**config.mk**
```make
export PLATFORM = sky130hd
export DESIGN_NAME = bps_merge
export DESIGN_NICKNAME = d
export VERILOG_FILES = /design/src/rtl/bps_pkg.sv /design/src/rtl/bps_merge.sv
export SDC_FILE = /design/constraint.sdc
export NUM_CORES = 2
export LEC_CHECK = 0
export BUFFER_PORTS_ARGS = -buffer_cell sky130_fd_sc_hd__clkbuf_2
export CAP_MARGIN = 10
export CORE_MARGIN = 4
export CORE_UTILIZATION = 57
export CTS_BUF_LIST = sky130_fd_sc_hd__clkbuf_2
export DETAILED_ROUTE_END_ITERATION = 6
export PLACE_DENSITY = 0.9
export SLEW_MARGIN = 20
export SYNTH_ARGS = -nofsm -noshare
export SYNTH_HDL_FRONTEND = slang
export SYNTH_SLANG_ARGS = --single-unit
```
**constraint.sdc**
```tcl
create_clock -name i_clk -period 9.8 [get_ports i_clk]
set_clock_uncertainty 0.1 [all_clocks]
set_input_delay 1.96 -clock i_clk [delete_from_list [all_inputs] [get_ports i_clk]]
set_output_delay 1.96 -clock i_clk [all_outputs]
set_load 0.01 [all_outputs]
```
**src/rtl/bps_pkg.sv**
```systemverilog
// Shared types, constants and saturation helpers for the bouncing particle stepper.
package bps_pkg;

    localparam int AXES   = 3;
    localparam int AXIS_X = 0;
    localparam int AXIS_Y = 1;
    localparam int AXIS_Z = 2;

    typedef logic signed [31:0] t_q16;
    typedef t_q16 [AXES-1:0]    t_vec;
    typedef logic [63:0]        t_sq;
    typedef t_sq [AXES-1:0]     t_sq_vec;

    // Input item modes
    localparam logic MODE_LAUNCH = 1'b0;
    localparam logic MODE_TICK   = 1'b1;

    // Configuration register indexes
    localparam logic [2:0] CFG_ACCEL_X     = 3'd0;
    localparam logic [2:0] CFG_ACCEL_Y     = 3'd1;
    localparam logic [2:0] CFG_ACCEL_Z     = 3'd2;
    localparam logic [2:0] CFG_RESTITUTION = 3'd3;
    localparam logic [2:0] CFG_RADIUS      = 3'd4;
    localparam logic [2:0] CFG_REST_SPEED  = 3'd5;

    // Reset values of the configuration registers
    localparam t_q16        RST_ACCEL_X     = 32'sd0;
    localparam t_q16        RST_ACCEL_Y     = -32'sd642908;
    localparam t_q16        RST_ACCEL_Z     = 32'sd0;
    localparam logic [16:0] RST_RESTITUTION = 17'd52429;
    localparam logic [30:0] RST_RADIUS      = 31'd65536;
    localparam logic [30:0] RST_REST_SPEED  = 31'd32768;

    localparam t_q16 Q16_MAX = 32'sh7fff_ffff;
    localparam t_q16 Q16_MIN = 32'sh8000_0000;

    // Result of the merge stage: new ball state plus flags
    typedef struct packed {
        logic bounced;
        logic moving;
        t_vec pos;
        t_vec vel;
    } t_merge;

    function automatic t_q16 sat33(input logic signed [32:0] x);
        t_q16 r;
        if (x[32] != x[31]) begin
            r = x[32] ? Q16_MIN : Q16_MAX;
        end else begin
            r = x[31:0];
        end
        return r;
    endfunction

    function automatic t_q16 sat34(input logic signed [33:0] x);
        t_q16 r;
        if ((x[33] == x[32]) && (x[32] == x[31])) begin
            r = x[31:0];
        end else begin
            r = x[33] ? Q16_MIN : Q16_MAX;
        end
        return r;
    endfunction

endpackage

```
**src/rtl/bps_merge.sv**
```systemverilog
// Merge of the lane results: plane test, squared speed compare, bounce or rest.
module bps_merge import bps_pkg::*; (
    input  logic        i_clk,
    input  t_vec        i_pos_new,
    input  t_vec        i_vel_new,
    input  t_sq_vec     i_vel_sq,
    input  logic [16:0] i_restitution,
    input  logic [30:0] i_radius,
    input  logic [30:0] i_rest_speed,
    output t_merge      o_result
);

    logic [61:0]        r_th2;
    t_q16               r_vel_bounce;
    logic [31:0]        w_up_mag;
    logic [48:0]        w_bounce_prod;
    logic [32:0]        w_bounce_shift;
    logic signed [32:0] w_floor_diff;
    logic [65:0]        w_speed_sq;
    logic               w_collide;
    logic               w_fast;

    // Magnitude of a falling y velocity, exact up to 2^31
    assign w_up_mag       = 32'd0 - i_vel_new[AXIS_Y];
    assign w_bounce_prod  = w_up_mag * i_restitution;
    assign w_bounce_shift = w_bounce_prod[48:16];

    always_ff @(posedge i_clk) begin
        r_th2 <= i_rest_speed * i_rest_speed;
        if (w_bounce_shift > {1'b0, Q16_MAX}) begin
            r_vel_bounce <= Q16_MAX;
        end else begin
            r_vel_bounce <= w_bounce_shift[31:0];
        end
    end

    assign w_floor_diff = {i_pos_new[AXIS_Y][31], i_pos_new[AXIS_Y]}
                        - $signed({2'b00, i_radius});
    assign w_collide = w_floor_diff[32] && i_vel_new[AXIS_Y][31];

    always_comb begin
        w_speed_sq = '0;
        for (int i = 0; i < AXES; i++) begin
            w_speed_sq = w_speed_sq + {2'b00, i_vel_sq[i]};
        end
    end

    assign w_fast = w_speed_sq > {4'd0, r_th2};

    always_comb begin
        o_result.bounced = w_collide;
        o_result.moving  = 1'b1;
        o_result.pos     = i_pos_new;
        o_result.vel     = i_vel_new;
        if (w_collide) begin
            if (w_fast) begin
                o_result.vel[AXIS_Y] = r_vel_bounce;
            end else begin
                o_result.vel         = '0;
                o_result.pos[AXIS_Y] = {1'b0, i_radius};
                o_result.moving      = 1'b0;
            end
        end
    end

endmodule

```
==> impl_metrics.env <==
export IMPL_run_status="finished with violations"
export IMPL_violations="setup timing"
export IMPL_vias=47202
export IMPL_fin_crit_ns=10.15
export IMPL_async_reset_ff_share_pct=0
export IMPL_placed_area_um2=61700
export IMPL_cp_required_ns=7.74
export IMPL_drive_gt1_share_pct=17.19
export IMPL_initial_utilization_pct=57.81
export IMPL_crit_type="input port to output port"
export IMPL_grt_use_total_pct=35.99
export IMPL_synth_area_leaders="fa_1 46%, ha_1 12%, inv_1 10%"
export IMPL_core_area_um2=95580
export IMPL_post_synth_top_count_cell="inv_1"
export IMPL_antenna_found_initial=9
export IMPL_fin_setup_tns_ns=-35.58
export IMPL_synth_top_family_by_area="adder cells"
export IMPL_wirelength_um=184100
export IMPL_synthMuxAreaShare_pct=0.6907
export IMPL_hold_buffers=0
export IMPL_cp_slowest_cell="fa_1"
export IMPL_synth_edf_count=0
export IMPL_worst_pin_slew_ns=1.005
export IMPL_cp_end_kind="output port"
export IMPL_ys_seq_area_share_pct=3.369
export IMPL_synth_net_count=8475
export IMPL_setup_viol=129
export IMPL_cts_made_buffers=9
export IMPL_synth_top_area_share_pct=45.72
export IMPL_hold_path_class="input port to register"
export IMPL_drv_cap=0
export IMPL_clk_pin_slew_worst_paths_ns=0.25
export IMPL_yosys_warnings=0
export IMPL_gr_usage_met1_pct=45.78
export IMPL_numPortBuffers=529
export IMPL_synth_area_leader_cell="fa_1"
export IMPL_fmax_ghz=0.09852
export IMPL_grt_max_degree=33
export IMPL_dr_pass1_iters=6
export IMPL_row_count=113
export IMPL_rsz0062_at_grt="true"
export IMPL_synthSimpleGateAreaFrac_pct=14.24
export IMPL_worstPathArrival_ns=8.09
export IMPL_drc=0
export IMPL_drt_iter0_markers=4653
export IMPL_max_stage_delay_ns=0.48
export IMPL_syn_area_per_cell_um2=8.899
export IMPL_cpMostUsedCell="buf_6"
export IMPL_slew_limit_headroom_pct=32.53
export IMPL_synth_compound_area_share_pct=7.769
export IMPL_place_gp_congestion=1.041
export IMPL_synth_common_cells="1,533 x inv_1, 1,262 x fa_1, 714 x nand2_1, 540 x ha_1, 454 x and2_1"
export IMPL_grt_pass1_wl_um=285800
export IMPL_post_route_util_pct=65.95
export IMPL_hold_viol=0
export IMPL_synthFlopType="dfxtp_1"
export IMPL_finalMaxSlewViolations=0
export IMPL_synth_adder_area_share_pct=57.95
export IMPL_overflow=0
export IMPL_cts_tree="done"
export IMPL_fin_ws_ns=-0.3506
export IMPL_use_met2_pct=55.53
export IMPL_synth_xor_area_share_pct=2.837
export IMPL_cts_sinks=93
export IMPL_die_area_um2=102000
export IMPL_final_area_um2=63030
export IMPL_synth_cell_types=91
export IMPL_dieHeight_um=319.3
export IMPL_area_growth_pct=14.07
export IMPL_synth_seq_cells=93
export IMPL_max_clock_path_buffers=2
export IMPL_ant_nets=0
export IMPL_wl_per_cell_um=22.44
export IMPL_busiest_layer="met2"
export IMPL_fp_dieW_um=319.3
export IMPL_place_hpwl_um=155500
export IMPL_cts_root_buffer="clkbuf_2"
export IMPL_htree_levels=3
export IMPL_pin_count=658
export IMPL_routed_via_density=5.751
export IMPL_start_kind="input port"
export IMPL_grt_pass1_vias=52133
export IMPL_critPathMaxFanout=6
export IMPL_fin_nets=9196
export IMPL_grtUsageMet3_pct=11.95
export IMPL_netlist_area_um2=55250
export IMPL_synthesis_instances=6209
export IMPL_fin_crit_sh_pct=103.6
-- area by class of cell --
cell class              count  area (um^2)
flip-flops and latches     93         1862
clock inverters             6        75.07
fillers                  7078        32550
clock buffers              10        50.05
well taps                1265         1583
multi-input cells        4267        46690
diodes                      8        20.02
repair buffers           1017         6962
inverters                1542         5788
-- worst max-delay path: cells and delay by family --
family                     cells  cell delay, ns
muxes                          1            0.30
xor gates and xnor gates       1            0.10
and+or+nand+nor                3            0.61
adders and majority gates      4            1.46
AOI/OAI and AO/OA             14            2.84
buffers and inverters          5            0.80
-- cells in the final DEF (no fill, tap or decap), drive strengths merged, types with 72 or more instances in the layout --
cell       n
a21o      95
a21oi    189
and2     455
buf      515
clkbuf   511
dfxtp     93
fa      1262
ha       540
inv     1540
nand2    714
nor2     166
o21ai    108
xnor2    107
xor2      72
-- through the flow --
step	worst slack, ns	hold slack, ns	instances
after global placement	-0.5643	2.356	8147
after floorplan	0.003985	1.888	6209
after global routing	-0.5637	1.533	8203
after CTS	-0.2262	1.542	8183
after detailed placement	-0.7316	2.342	8147
final	-0.3506	1.599	8208
-- state kept, by name, indices dropped and copies added, names as in the netlist --
signal / cells
r_th2: 61
r_vel_bounce: 32
-- final timing paths --
path | start | to | slack (ns) | cells after the start
setup / recovery | i_vel_sq[129] | o_result[143] | -0.35 | 28
hold / removal | i_rest_speed[0] | r_th2[0]$_DFF_P_ | 1.60 | 2
-- logic make-up (layout without fill, tap and decap cells) --
| group | Yosys count | in the layout |
|---|---|---|
| buffers and inverters | 1849 | 2575 |
| adder cells (fa/ha/maj) | 1802 | 1802 |
| AND/OR/NAND/NOR | 1613 | 1613 |
| AO/OA/AOI/OAI | 638 | 638 |
| XOR/XNOR | 179 | 179 |
| flip-flops | 93 | 93 |
| multiplexers | 34 | 34 |
| other | 1 | 9 |
-- layer usage --
layer | vias up | part of all wire, %
li1 | 20107 | -
met1 | 23125 | 37
met2 | 3180 | 44
met3 | 784 | 13
met4 | 6 | 6.0
met5 | - | 0.020
-- repair_timing --
action	CTS	global route
setup buffers	15	16
setup endpoints to repair	129	160
gates resized for setup	72	127
pin swaps	40	23
cloned	5	5
Power is not shown: default switching activity piles up to over one toggle a cycle in this logic, so the estimate is an artifact.
